--- src/hw/rtl/bre_pkg.sv ---
// Shared types, constants and helpers for the bitmap RLE8 decoder.
package bre_pkg;

  localparam int CFG_W     = 13;  // configuration register width
  localparam int BYTE_W    = 8;
  localparam int IDX_W     = 24;  // pixel index on the result port
  localparam int POS_W     = 25;  // linear position, holds frame end up to 2^24
  localparam int COL_W     = 13;  // column, below the effective width
  localparam int MODX_W    = 14;  // column plus a run length
  localparam int SKIP_W    = 21;  // delta skip: right + down * width
  localparam int PROD_W    = 2 * CFG_W;
  localparam int DIM_MAX_W = 17;  // holds the largest dimension cap

  localparam int MAX_WIDTH_DEF  = 4096;
  localparam int MAX_HEIGHT_DEF = 4096;
  localparam int CMDQ_DEPTH_DEF = 2;

  localparam logic [POS_W-1:0] POS_LIMIT = POS_W'(25'h100_0000);

  // configuration register indexes
  localparam logic REG_FRAME_WIDTH  = 1'b0;
  localparam logic REG_FRAME_HEIGHT = 1'b1;

  // command kinds passed from parser to executor
  localparam logic [2:0] CMD_NOP   = 3'd0;
  localparam logic [2:0] CMD_RUN   = 3'd1;
  localparam logic [2:0] CMD_EOL   = 3'd2;
  localparam logic [2:0] CMD_EOB   = 3'd3;
  localparam logic [2:0] CMD_DELTA = 3'd4;

  typedef struct packed {
    logic [2:0]        kind;
    logic              fstart;
    logic [BYTE_W-1:0] cnt;    // run length, or right offset of a delta
    logic [BYTE_W-1:0] val;
    logic [SKIP_W-1:0] skip;
  } cmd_t;

  typedef struct packed {
    logic              start;
    logic [MODX_W-1:0] x;
  } mod_req_t;

  typedef struct packed {
    logic             busy;
    logic             done;
    logic [COL_W-1:0] rem;
  } mod_rsp_t;

  function automatic logic [CFG_W-1:0] clamp_dim(input logic [CFG_W-1:0] v,
                                                 input logic [DIM_MAX_W-1:0] maxv);
    logic [CFG_W-1:0] r;
    if (v == '0) begin
      r = CFG_W'(1);
    end else if (DIM_MAX_W'(v) > maxv) begin
      r = maxv[CFG_W-1:0];
    end else begin
      r = v;
    end
    return r;
  endfunction

endpackage

--- src/hw/rtl/bmp_rle8_decoder.sv ---
// Bitmap RLE8 decoder top level: configuration registers, parser, queue, column reduction unit, executor.
// A run result passes through the command queue entry and the result register after its
// byte is accepted; an end-of-line result follows its column reduction.
// Each run, literal pixel or delta also waits in the executor for the column reduction
// unit, which needs extra restoring steps when the column wraps by more than one row.
// Reset (rst_n low, synchronous): parser, position and queue clear, both dimensions read 1.
module bmp_rle8_decoder #(
  parameter int MAX_WIDTH  = bre_pkg::MAX_WIDTH_DEF,
  parameter int MAX_HEIGHT = bre_pkg::MAX_HEIGHT_DEF,
  parameter int CMDQ_DEPTH = bre_pkg::CMDQ_DEPTH_DEF
) (
  input  logic                       clk,
  input  logic                       rst_n,
  input  logic                       cfg_wr_en,
  input  logic                       cfg_index,
  input  logic [bre_pkg::CFG_W-1:0]  cfg_wdata,
  input  logic                       in_valid,
  output logic                       in_stall,
  input  logic [bre_pkg::BYTE_W-1:0] in_code_byte,
  input  logic                       in_frame_start,
  output logic                       out_valid,
  input  logic                       out_stall,
  output logic [bre_pkg::IDX_W-1:0]  out_pixel_index,
  output logic [bre_pkg::BYTE_W-1:0] out_run_length,
  output logic [bre_pkg::BYTE_W-1:0] out_pixel_value,
  output logic                       out_frame_done
);

  logic [bre_pkg::CFG_W-1:0] width_r, height_r;
  logic [bre_pkg::CFG_W-1:0] eff_w, eff_h;
  logic                      q_full, q_push, q_pop, q_valid;
  bre_pkg::cmd_t             q_cmd, q_head;
  bre_pkg::mod_req_t         mod_req;
  bre_pkg::mod_rsp_t         mod_rsp;

  always_ff @(posedge clk) begin
    if (!rst_n) begin
      width_r  <= bre_pkg::CFG_W'(1);
      height_r <= bre_pkg::CFG_W'(1);
    end else if (cfg_wr_en) begin
      case (cfg_index)
        bre_pkg::REG_FRAME_WIDTH:  width_r  <= cfg_wdata;
        bre_pkg::REG_FRAME_HEIGHT: height_r <= cfg_wdata;
        default: begin
        end
      endcase
    end
  end

  // zero reads as one, oversize reads as the cap
  assign eff_w = bre_pkg::clamp_dim(width_r, bre_pkg::DIM_MAX_W'(MAX_WIDTH));
  assign eff_h = bre_pkg::clamp_dim(height_r, bre_pkg::DIM_MAX_W'(MAX_HEIGHT));

  bre_front u_front (
    .clk            (clk),
    .rst_n          (rst_n),
    .in_valid       (in_valid),
    .in_code_byte   (in_code_byte),
    .in_frame_start (in_frame_start),
    .in_stall       (in_stall),
    .eff_w          (eff_w),
    .q_full         (q_full),
    .q_push         (q_push),
    .q_cmd          (q_cmd)
  );

  bre_cmdq #(
    .DEPTH (CMDQ_DEPTH)
  ) u_cmdq (
    .clk        (clk),
    .rst_n      (rst_n),
    .push       (q_push),
    .push_cmd   (q_cmd),
    .full       (q_full),
    .pop        (q_pop),
    .head_valid (q_valid),
    .head       (q_head)
  );

  bre_colmod u_colmod (
    .clk   (clk),
    .rst_n (rst_n),
    .eff_w (eff_w),
    .req   (mod_req),
    .rsp   (mod_rsp)
  );

  bre_back u_back (
    .clk             (clk),
    .rst_n           (rst_n),
    .eff_w           (eff_w),
    .eff_h           (eff_h),
    .q_valid         (q_valid),
    .q_head          (q_head),
    .q_pop           (q_pop),
    .mod_req         (mod_req),
    .mod_rsp         (mod_rsp),
    .out_stall       (out_stall),
    .out_valid       (out_valid),
    .out_pixel_index (out_pixel_index),
    .out_run_length  (out_run_length),
    .out_pixel_value (out_pixel_value),
    .out_frame_done  (out_frame_done)
  );

endmodule

--- src/hw/rtl/bre_front.sv ---
// Byte parser: accepts stream bytes and turns each into one command.
module bre_front (
  input  logic                       clk,
  input  logic                       rst_n,
  input  logic                       in_valid,
  input  logic [bre_pkg::BYTE_W-1:0] in_code_byte,
  input  logic                       in_frame_start,
  output logic                       in_stall,
  input  logic [bre_pkg::CFG_W-1:0]  eff_w,
  input  logic                       q_full,
  output logic                       q_push,
  output bre_pkg::cmd_t              q_cmd
);

  localparam logic [2:0] PH_COUNT   = 3'd0;
  localparam logic [2:0] PH_VALUE   = 3'd1;
  localparam logic [2:0] PH_ESCAPE  = 3'd2;
  localparam logic [2:0] PH_RIGHT   = 3'd3;
  localparam logic [2:0] PH_DOWN    = 3'd4;
  localparam logic [2:0] PH_LITERAL = 3'd5;
  localparam logic [2:0] PH_PAD     = 3'd6;

  localparam int BW = bre_pkg::BYTE_W;
  localparam int SW = bre_pkg::SKIP_W;

  logic [2:0]    phase_r, phase_nxt, ph_e;
  logic [BW-1:0] count_r, count_nxt, count_e;
  logic [BW-1:0] right_r, right_nxt, right_e;
  logic [BW-1:0] left_r, left_nxt, left_e, left_dec;
  logic          pad_r, pad_nxt, pad_e;
  logic          accept;
  logic [SW-1:0] down_skip;

  assign in_stall = q_full;
  assign accept   = in_valid && !q_full;
  assign q_push   = accept;

  assign down_skip = SW'(in_code_byte) * SW'(eff_w);

  always_comb begin
    // frame start clears the parser before the byte is looked at
    ph_e    = in_frame_start ? PH_COUNT : phase_r;
    count_e = in_frame_start ? '0 : count_r;
    right_e = in_frame_start ? '0 : right_r;
    left_e  = in_frame_start ? '0 : left_r;
    pad_e   = in_frame_start ? 1'b0 : pad_r;
    left_dec = left_e - BW'(1);

    phase_nxt = ph_e;
    count_nxt = count_e;
    right_nxt = right_e;
    left_nxt  = left_e;
    pad_nxt   = pad_e;

    q_cmd        = '0;
    q_cmd.kind   = bre_pkg::CMD_NOP;
    q_cmd.fstart = in_frame_start;
    q_cmd.val    = in_code_byte;

    case (ph_e)
      PH_COUNT: begin
        if (in_code_byte == '0) begin
          phase_nxt = PH_ESCAPE;
        end else begin
          count_nxt = in_code_byte;
          phase_nxt = PH_VALUE;
        end
      end
      PH_VALUE: begin
        phase_nxt  = PH_COUNT;
        q_cmd.kind = bre_pkg::CMD_RUN;
        q_cmd.cnt  = count_e;
      end
      PH_ESCAPE: begin
        phase_nxt = PH_COUNT;
        if (in_code_byte == 8'h00) begin
          q_cmd.kind = bre_pkg::CMD_EOL;
        end else if (in_code_byte == 8'h01) begin
          q_cmd.kind = bre_pkg::CMD_EOB;
        end else if (in_code_byte == 8'h02) begin
          phase_nxt = PH_RIGHT;
        end else begin
          left_nxt  = in_code_byte;
          pad_nxt   = in_code_byte[0];
          phase_nxt = PH_LITERAL;
        end
      end
      PH_RIGHT: begin
        right_nxt = in_code_byte;
        phase_nxt = PH_DOWN;
      end
      PH_DOWN: begin
        phase_nxt  = PH_COUNT;
        q_cmd.kind = bre_pkg::CMD_DELTA;
        q_cmd.cnt  = right_e;
        q_cmd.skip = down_skip + SW'(right_e);
      end
      PH_LITERAL: begin
        left_nxt = left_dec;
        if (left_dec == '0) begin
          phase_nxt = pad_e ? PH_PAD : PH_COUNT;
        end
        q_cmd.kind = bre_pkg::CMD_RUN;
        q_cmd.cnt  = BW'(1);
      end
      PH_PAD: begin
        phase_nxt = PH_COUNT;
      end
      default: begin
        phase_nxt = PH_COUNT;
      end
    endcase
  end

  always_ff @(posedge clk) begin
    if (!rst_n) begin
      phase_r <= PH_COUNT;
      count_r <= '0;
      right_r <= '0;
      left_r  <= '0;
      pad_r   <= 1'b0;
    end else if (accept) begin
      phase_r <= phase_nxt;
      count_r <= count_nxt;
      right_r <= right_nxt;
      left_r  <= left_nxt;
      pad_r   <= pad_nxt;
    end
  end

endmodule

--- src/hw/rtl/bre_cmdq.sv ---
// Short command queue between parser and executor.
module bre_cmdq #(
  parameter int DEPTH = bre_pkg::CMDQ_DEPTH_DEF
) (
  input  logic          clk,
  input  logic          rst_n,
  input  logic          push,
  input  bre_pkg::cmd_t push_cmd,
  output logic          full,
  input  logic          pop,
  output logic          head_valid,
  output bre_pkg::cmd_t head
);

  localparam int PTR_W = (DEPTH > 1) ? $clog2(DEPTH) : 1;
  localparam int CNT_W = $clog2(DEPTH + 1);

  bre_pkg::cmd_t    entry_r [DEPTH];
  logic [PTR_W-1:0] wr_ptr_r, rd_ptr_r;
  logic [CNT_W-1:0] count_r;

  assign full       = (count_r == CNT_W'(DEPTH));
  assign head_valid = (count_r != '0);
  assign head       = entry_r[rd_ptr_r];

  always_ff @(posedge clk) begin
    if (push) begin
      entry_r[wr_ptr_r] <= push_cmd;
    end
  end

  always_ff @(posedge clk) begin
    if (!rst_n) begin
      wr_ptr_r <= '0;
      rd_ptr_r <= '0;
      count_r  <= '0;
    end else begin
      if (push) begin
        wr_ptr_r <= (wr_ptr_r == PTR_W'(DEPTH - 1)) ? '0 : wr_ptr_r + PTR_W'(1);
      end
      if (pop) begin
        rd_ptr_r <= (rd_ptr_r == PTR_W'(DEPTH - 1)) ? '0 : rd_ptr_r + PTR_W'(1);
      end
      if (push && !pop) begin
        count_r <= count_r + CNT_W'(1);
      end else if (pop && !push) begin
        count_r <= count_r - CNT_W'(1);
      end
    end
  end

  a_no_pop_empty: assert property (@(posedge clk) disable iff (!rst_n)
    pop |-> head_valid)
    else $error("command popped from empty queue");

  a_no_push_full: assert property (@(posedge clk) disable iff (!rst_n)
    push |-> (!full || pop))
    else $error("command pushed into full queue");

endmodule

--- src/hw/rtl/bre_colmod.sv ---
// Column reduction unit: remainder of a column sum by the frame width.
module bre_colmod (
  input  logic                      clk,
  input  logic                      rst_n,
  input  logic [bre_pkg::CFG_W-1:0] eff_w,
  input  bre_pkg::mod_req_t         req,
  output bre_pkg::mod_rsp_t         rsp
);

  localparam int XW = bre_pkg::MODX_W;
  localparam int TW = XW + bre_pkg::CFG_W;
  localparam int KW = $clog2(XW);

  logic [XW-1:0] rem_r;
  logic [KW-1:0] k_r;
  logic          busy_r;
  logic          near;
  logic [TW-1:0] trial;

  // below twice the width one subtract finishes it
  assign near  = ({1'b0, rem_r} < {1'b0, eff_w, 1'b0});
  assign trial = TW'(eff_w) << k_r;

  assign rsp.busy = busy_r;
  assign rsp.done = busy_r && near;
  assign rsp.rem  = (rem_r >= XW'(eff_w)) ? bre_pkg::COL_W'(rem_r - XW'(eff_w))
                                           : bre_pkg::COL_W'(rem_r);

  always_ff @(posedge clk) begin
    if (!rst_n) begin
      busy_r <= 1'b0;
      rem_r  <= '0;
      k_r    <= '0;
    end else if (req.start) begin
      busy_r <= 1'b1;
      rem_r  <= req.x;
      k_r    <= KW'(XW - 1);
    end else if (rsp.done) begin
      busy_r <= 1'b0;
    end else if (busy_r) begin
      // restoring step, one shifted width per cycle
      if (TW'(rem_r) >= trial) begin
        rem_r <= rem_r - trial[XW-1:0];
      end
      k_r <= k_r - KW'(1);
    end
  end

endmodule

--- src/hw/rtl/bre_back.sv ---
// Command executor: position, column, clipping and the result register.
module bre_back (
  input  logic                       clk,
  input  logic                       rst_n,
  input  logic [bre_pkg::CFG_W-1:0]  eff_w,
  input  logic [bre_pkg::CFG_W-1:0]  eff_h,
  input  logic                       q_valid,
  input  bre_pkg::cmd_t              q_head,
  output logic                       q_pop,
  output bre_pkg::mod_req_t          mod_req,
  input  bre_pkg::mod_rsp_t          mod_rsp,
  input  logic                       out_stall,
  output logic                       out_valid,
  output logic [bre_pkg::IDX_W-1:0]  out_pixel_index,
  output logic [bre_pkg::BYTE_W-1:0] out_run_length,
  output logic [bre_pkg::BYTE_W-1:0] out_pixel_value,
  output logic                       out_frame_done
);

  localparam int PW = bre_pkg::POS_W;
  localparam int CW = bre_pkg::COL_W;
  localparam int XW = bre_pkg::MODX_W;
  localparam int BW = bre_pkg::BYTE_W;

  localparam logic ST_EXEC = 1'b0;
  localparam logic ST_MOD  = 1'b1;

  localparam logic [1:0] MK_RUN   = 2'd0;
  localparam logic [1:0] MK_EOL   = 2'd1;
  localparam logic [1:0] MK_DELTA = 2'd2;

  logic                      st_r, st_nxt;
  logic [1:0]                mk_r, mk_nxt;
  logic [PW-1:0]             pos_r, pos_nxt, pos_e;
  logic [CW-1:0]             col_r, col_nxt, col_e;
  logic                      rjf_r, rjf_nxt, rjf_e;
  logic                      fin_r, fin_nxt, fin_e;
  logic [PW-1:0]             frame_end_r;
  logic [bre_pkg::PROD_W-1:0] area;

  logic                      out_valid_r;
  logic [bre_pkg::IDX_W-1:0] o_idx_r, o_idx;
  logic [BW-1:0]             o_len_r, o_len, o_val_r, o_val;
  logic                      o_done_r, o_done;
  logic                      out_load, out_free;

  logic [PW-1:0]             avail, sum;
  logic [BW-1:0]             n;
  logic [CW-1:0]             adv;

  assign area = bre_pkg::PROD_W'(eff_w) * bre_pkg::PROD_W'(eff_h);

  always_ff @(posedge clk) begin
    if (!rst_n) begin
      frame_end_r <= PW'(1);
    end else begin
      frame_end_r <= (area > bre_pkg::PROD_W'(bre_pkg::POS_LIMIT)) ? bre_pkg::POS_LIMIT
                                                                   : area[PW-1:0];
    end
  end

  assign out_free = !out_valid_r || !out_stall;

  always_comb begin
    pos_e = q_head.fstart ? '0 : pos_r;
    col_e = q_head.fstart ? '0 : col_r;
    rjf_e = q_head.fstart ? 1'b0 : rjf_r;
    fin_e = q_head.fstart ? 1'b0 : fin_r;

    avail = frame_end_r - pos_e;
    n     = (PW'(q_head.cnt) < avail) ? q_head.cnt : avail[BW-1:0];
    adv   = eff_w - mod_rsp.rem;
    sum   = '0;

    st_nxt  = st_r;
    mk_nxt  = mk_r;
    pos_nxt = pos_r;
    col_nxt = col_r;
    rjf_nxt = rjf_r;
    fin_nxt = fin_r;

    q_pop       = 1'b0;
    mod_req     = '0;
    out_load    = 1'b0;
    o_idx       = '0;
    o_len       = '0;
    o_val       = '0;
    o_done      = 1'b0;

    case (st_r)
      ST_EXEC: begin
        // only start a command when its result has a free slot
        if (q_valid && out_free) begin
          q_pop   = 1'b1;
          pos_nxt = pos_e;
          col_nxt = col_e;
          rjf_nxt = rjf_e;
          fin_nxt = fin_e;
          if (fin_e) begin
            // finished frame: bytes ignored until the next frame start
          end else if (pos_e >= frame_end_r) begin
            out_load = 1'b1;
            o_done   = 1'b1;
            fin_nxt  = 1'b1;
          end else begin
            case (q_head.kind)
              bre_pkg::CMD_RUN: begin
                pos_nxt     = pos_e + PW'(n);
                out_load    = 1'b1;
                o_idx       = pos_e[bre_pkg::IDX_W-1:0];
                o_len       = n;
                o_val       = q_head.val;
                o_done      = (pos_nxt >= frame_end_r);
                fin_nxt     = o_done;
                mod_req.start = 1'b1;
                mod_req.x   = XW'(col_e) + XW'(n);
                mk_nxt      = MK_RUN;
                st_nxt      = ST_MOD;
              end
              bre_pkg::CMD_EOL: begin
                if (rjf_e) begin
                  rjf_nxt = 1'b0;
                end else begin
                  mod_req.start = 1'b1;
                  mod_req.x     = XW'(col_e);
                  mk_nxt        = MK_EOL;
                  st_nxt        = ST_MOD;
                end
              end
              bre_pkg::CMD_EOB: begin
                out_load = 1'b1;
                o_done   = 1'b1;
                fin_nxt  = 1'b1;
              end
              bre_pkg::CMD_DELTA: begin
                rjf_nxt = 1'b0;
                sum     = pos_e + PW'(q_head.skip);
                pos_nxt = (sum > frame_end_r) ? frame_end_r : sum;
                if (pos_nxt >= frame_end_r) begin
                  out_load = 1'b1;
                  o_done   = 1'b1;
                  fin_nxt  = 1'b1;
                end
                mod_req.start = 1'b1;
                mod_req.x     = XW'(col_e) + XW'(q_head.cnt);
                mk_nxt        = MK_DELTA;
                st_nxt        = ST_MOD;
              end
              default: begin
              end
            endcase
          end
        end
      end
      ST_MOD: begin
        if (mod_rsp.done) begin
          st_nxt = ST_EXEC;
          case (mk_r)
            MK_RUN: begin
              col_nxt = mod_rsp.rem;
              rjf_nxt = (mod_rsp.rem == '0);
            end
            MK_EOL: begin
              // step to the next row start, column lands on zero
              sum     = pos_r + PW'(adv);
              pos_nxt = (sum > frame_end_r) ? frame_end_r : sum;
              col_nxt = '0;
              if (pos_nxt >= frame_end_r) begin
                out_load = 1'b1;
                o_done   = 1'b1;
                fin_nxt  = 1'b1;
              end
            end
            MK_DELTA: begin
              col_nxt = mod_rsp.rem;
            end
            default: begin
            end
          endcase
        end
      end
      default: begin
        st_nxt = ST_EXEC;
      end
    endcase
  end

  always_ff @(posedge clk) begin
    if (!rst_n) begin
      st_r  <= ST_EXEC;
      mk_r  <= MK_RUN;
      pos_r <= '0;
      col_r <= '0;
      rjf_r <= 1'b0;
      fin_r <= 1'b0;
    end else begin
      st_r  <= st_nxt;
      mk_r  <= mk_nxt;
      pos_r <= pos_nxt;
      col_r <= col_nxt;
      rjf_r <= rjf_nxt;
      fin_r <= fin_nxt;
    end
  end

  always_ff @(posedge clk) begin
    if (!rst_n) begin
      out_valid_r <= 1'b0;
    end else if (out_load) begin
      out_valid_r <= 1'b1;
    end else if (!out_stall) begin
      out_valid_r <= 1'b0;
    end
  end

  always_ff @(posedge clk) begin
    if (out_load) begin
      o_idx_r  <= o_idx;
      o_len_r  <= o_len;
      o_val_r  <= o_val;
      o_done_r <= o_done;
    end
  end

  assign out_valid       = out_valid_r;
  assign out_pixel_index = o_idx_r;
  assign out_run_length  = o_len_r;
  assign out_pixel_value = o_val_r;
  assign out_frame_done  = o_done_r;

  a_mod_busy: assert property (@(posedge clk) disable iff (!rst_n)
    (st_r == ST_MOD) |-> mod_rsp.busy)
    else $error("waiting on column unit that is not busy");

  a_out_free: assert property (@(posedge clk) disable iff (!rst_n)
    out_load |-> !(out_valid_r && out_stall))
    else $error("result overwrites a beat still held");

  a_mod_result_eol: assert property (@(posedge clk) disable iff (!rst_n)
    (out_load && (st_r == ST_MOD)) |-> (mk_r == MK_EOL))
    else $error("result from column stage for a command other than end-of-line");

endmodule

--- config.mk ---
export PLATFORM = sky130hd
export DESIGN_NAME = bmp_rle8_decoder
export DESIGN_NICKNAME = d
export VERILOG_FILES = /design/src/hw/rtl/bre_pkg.sv /design/src/hw/rtl/bmp_rle8_decoder.sv /design/src/hw/rtl/bre_front.sv /design/src/hw/rtl/bre_cmdq.sv /design/src/hw/rtl/bre_colmod.sv /design/src/hw/rtl/bre_back.sv
export SDC_FILE = /design/constraint.sdc
export NUM_CORES = 2
export LEC_CHECK = 0
export ABC_AREA = 1
export ABC_CLOCK_PERIOD_IN_PS = 9200
export BUFFER_PORTS_ARGS = -buffer_cell sky130_fd_sc_hd__buf_2
export CAP_MARGIN = 20
export CORE_ASPECT_RATIO = 1.25
export CORE_MARGIN = 10
export CORE_UTILIZATION = 35
export CTS_CLUSTER_DIAMETER = 60
export DETAILED_ROUTE_END_ITERATION = 10
export PLACE_DENSITY = 0.56
export SYNTH_ARGS = -nofsm -noshare
export SYNTH_HDL_FRONTEND = slang
export SYNTH_SLANG_ARGS = --single-unit
--- constraint.sdc ---
create_clock -name clk -period 9.2 [get_ports clk]
set_input_delay 0.46 -clock clk [delete_from_list [all_inputs] [get_ports clk]]
set_output_delay 0.46 -clock clk [all_outputs]
set_load 0.1 [all_outputs]
==> impl_metrics.tcl <==
set metrics [dict create \
    crit_end "u_back.out_pixel_index[16]" \
    route.detailed.drc 0 \
    worstMarginPinSlew_ps 1090 \
    routed_via_density 5.20 \
    layout_overhead_on_the_synthesized_area_pct 10.9 \
    drt_first_iter_violations 2420 \
    io-pin-count 71 \
    slew_viol_final 0 \
    antenna_found_initial 3 \
    num_cts_buffers 37 \
    setup_slack_ps 642 \
    syn_area_um2 33500 \
    use_met2 0.373 \
    synthesis.nets 5399 \
    grt_pass1_wl_mm 185 \
    r2r_start "width_r[2]" \
    design.final.nets 5471 \
    synthesized_area_fraction_occupied_by_ao_oa_aoi_and_oai_cells 0.129 \
    worst_setup_sp_type "register" \
    routed_wire_length_per_instance_um 19.7 \
    grtUsageTotal 0.215 \
    insertedDiodeCount 0 \
    worst_skew_pair_latency_ps 590 \
    category_of_the_worst_setup_path_capture_point "register" \
    hold_buffers 0 \
    final-hold-violation-count 0 \
    synth-seq-area-share 0.198 \
    drive_gt1_frac 0.0766 \
    row_count 126 \
    yosys_warnings 0 \
    h-tree-depth 2 \
    cts-root-buf "clkbuf_16" \
    num_vias 32048 \
    die_y_um 366 \
    holdCritPathClass "in2reg" \
    critical_path.reg2reg.endpoint "u_back.out_pixel_index[16]" \
    max_cap_viol_count 0 \
    syn_inst 4785 \
    critical_path_required_ps 9480 \
    ff2ff_setup_slack_ps 640 \
    synthDominantCellAreaShare 0.143 \
    nFillCells 10186 \
    post_synth_and_or_nand_nor_area_fraction 0.271 \
    crit_top_cell "nand2_1" \
    synthesis.area_per_instance_um2 7.01 \
    path_class "reg2reg" \
    critical_path_peak_fanout 15 \
    crit_path_max_incr_delay_ps 400 \
    synth_top_family_by_area "simple AND/OR/NAND/NOR gates" \
    groute.layer.met3.usage 0.0250 \
    clk_pin_slew_worst_paths_ps 60 \
    yosys.cell_types.count 76 \
    post_synthesis_cell_type_with_the_largest_combined_area "ha_1" \
    synth.area.mux_share 0.000709 \
    worst_slew_margin_rel 0.270 \
    outcome "finished, final reports clean" \
    timing.final.crit_share 0.930 \
    floorplan.initialDensity 0.354 \
    cp-startpoint "width_r[2]" \
    final.min_clock_period_ps 8560 \
    maximum_number_of_pins_on_one_net_before_global_route_repair 76 \
    yosys_most_used_dff "dfxtp_1" \
    die_x_um 297 \
    cp_data_arrival_time_ps 8840 \
    max_freq_mhz 117 \
    port_buffers 70 \
    dpl.hpwl_mm 98.3 \
    synthArstFlopShare 0 \
    synth.ff_latch_count 270 \
    synth_adder_area_share 0.264 \
    most_crowded_layer_gr "met2" \
    first_global_vias 31303 \
    global_route.overflow_total 0 \
    wirelength_mm 121 \
    cts.sink_count 270 \
    cts.path.max_buffers 3 \
    skew_ps 21.7 \
    placeableCoreArea_um2 94700 \
    final_antenna_net_count 0 \
    dpl_worst_slack_ps -106 \
    design.die.area_um2 109000 \
    gp_routability_congestion 0.964 \
    synth_edf_count 123 \
    pre_repair_dr_iteration_count 5 \
    slowest_stage "fa_1" \
    cts_tree "done" \
    grt.met1_usage 0.261 \
    synth.top_cells.by_area "ha_1 (14%), nand2_1 (13%), fa_1 (12%)" \
    worst-r2r-cell-count 54 \
    setup_viol 0 \
    synth-xor-area-share 0.0362 \
]
==> synthesized netlist by cell type, drive strengths merged, types with 10 or more instances <==
cell,instances
a221oi,10
o211ai,19
a21o,13
nand4,71
o31ai,13
nand3b,18
nor2,538
nor3,54
o21ai,302
o21a,12
a21oi,313
xor2,100
xnor2,36
o221ai,10
fa,203
ha,383
edfxtp,123
a21boi,10
inv,726
clkbuf,100
o22ai,15
o21bai,11
a31oi,13
nand2,1185
and2,11
nor4,20
buf,38
nand3,215
dfxtp,147
or2,21
a211oi,19
==> flip-flops by register name, indices dropped and copies added (netlist names), 3 cells and up, named ones only <==
signal and flops:
height_r 13, u_back.col_r 13, u_back.frame_end_r 25, u_back.out_pixel_index 24, u_back.out_pixel_value 8, u_back.out_run_length 8, u_back.pos_r 25, u_cmdq.entry_r 82
u_colmod.k_r 4, u_colmod.rem_r 14, u_front.count_r 8, u_front.left_r 8, u_front.phase_r 3, u_front.right_r 8, width_r 13
==> area by class of cell <==
cell class                 count  area, µm²  area share
multi-input combinational   3643      23800       0.640
inverter                     734       2760      0.0743
clock buffer                  43        980      0.0263
tap                         1280       1600      0.0431
sequential                   270       6640       0.179
clock inverter                22        228     0.00612
timing repair buffer         171       1160      0.0312
==> what timing repair did <==
item	in CTS	in global routing
setup endpoints to repair	35	44
gates cloned	0	3
gates resized for setup	3	57
pin swaps	0	12
buffers inserted	0	9
==> how the worst min path moves through the flow <==
stage	startpoint	end	depth (start not counted)
2_1_floorplan	u_cmdq.rd_ptr_r	register	1
3_3_place_gp	u_cmdq.rd_ptr_r	u_cmdq.rd_ptr_r	1
3_5_place_dp	u_cmdq.rd_ptr_r	register	1
4_1_cts	cfg_wdata[4]	width_r[4]	3
5_1_grt	cfg_wdata[4]	width_r[4]	3
6_report	cfg_wdata[4]	width_r[4]	3
==> metal layers <==
layer | part of all wire | routed length, µm | up-vias
li1 | - | - | 15676
met3 | 0.050 | 6100 | 289
met1 | 0.41 | 50200 | 15190
met5 | 0 | 0 | -
met4 | 0.058 | 7040 | 0
met2 | 0.48 | 58100 | 893
==> kinds of logic (layout without fill, tap and decap cells) <==
logic type / after synthesis / count (layout)
compound gates: 774 / 774
xor+xnor: 136 / 136
fa+ha+maj: 586 / 586
buf+inv: 872 / 970
flops: 270 / 270
mux: 2 / 2
simple gates: 2145 / 2145
==> critical path, delay by kind of cell, from the launching register on <==
kind / cells / cell delay [ps]
adders and majority gates: 6 / 1950
DFF: 1 / 370
buffers and inverters: 7 / 810
xor gates and xnor gates: 1 / 160
and+or+nand+nor: 26 / 2640
AOI/OAI and AO/OA: 14 / 2290
==> per-stage QoR <==
stage | hold slack (ps) | instance area, µm² | util | std cells | TNS (ps)
finish | 131 | 37200 | 0.392 | 6163 | 0
global route | 138 | 37200 | 0.392 | 6163 | -1230
CTS | 103 | 36800 | 0.388 | 6151 | 0
detailed placement | 446 | 35600 | 0.376 | 6086 | -3570
global placement | 439 | 35600 | 0.376 | 6086 | 0
floorplan | 426 | 33500 | - | 4785 | 0
==> layout by cell type (no fill, tap or decap), types with 17 or more instances in the layout <==
cell type	count
buf_4	97
nor4_1	18
nor3_1	50
nand4_1	70
o211ai_1	19
xnor2_1	36
nand3b_1	17
dfxtp_1	146
nor2_1	513
nand3_1	206
or2_2	19
a211oi_1	18
a21oi_1	301
clkbuf_16	38
nand2_1	1163
ha_1	375
xor2_1	95
inv_1	715
o21ai_1	19
o21ai_0	272
fa_1	203
edfxtp_1	123
buf_2	69
Power is left out: the tool's default activity adds up to more than one toggle a clock period on the data nets, which glitch-free logic cannot reach.
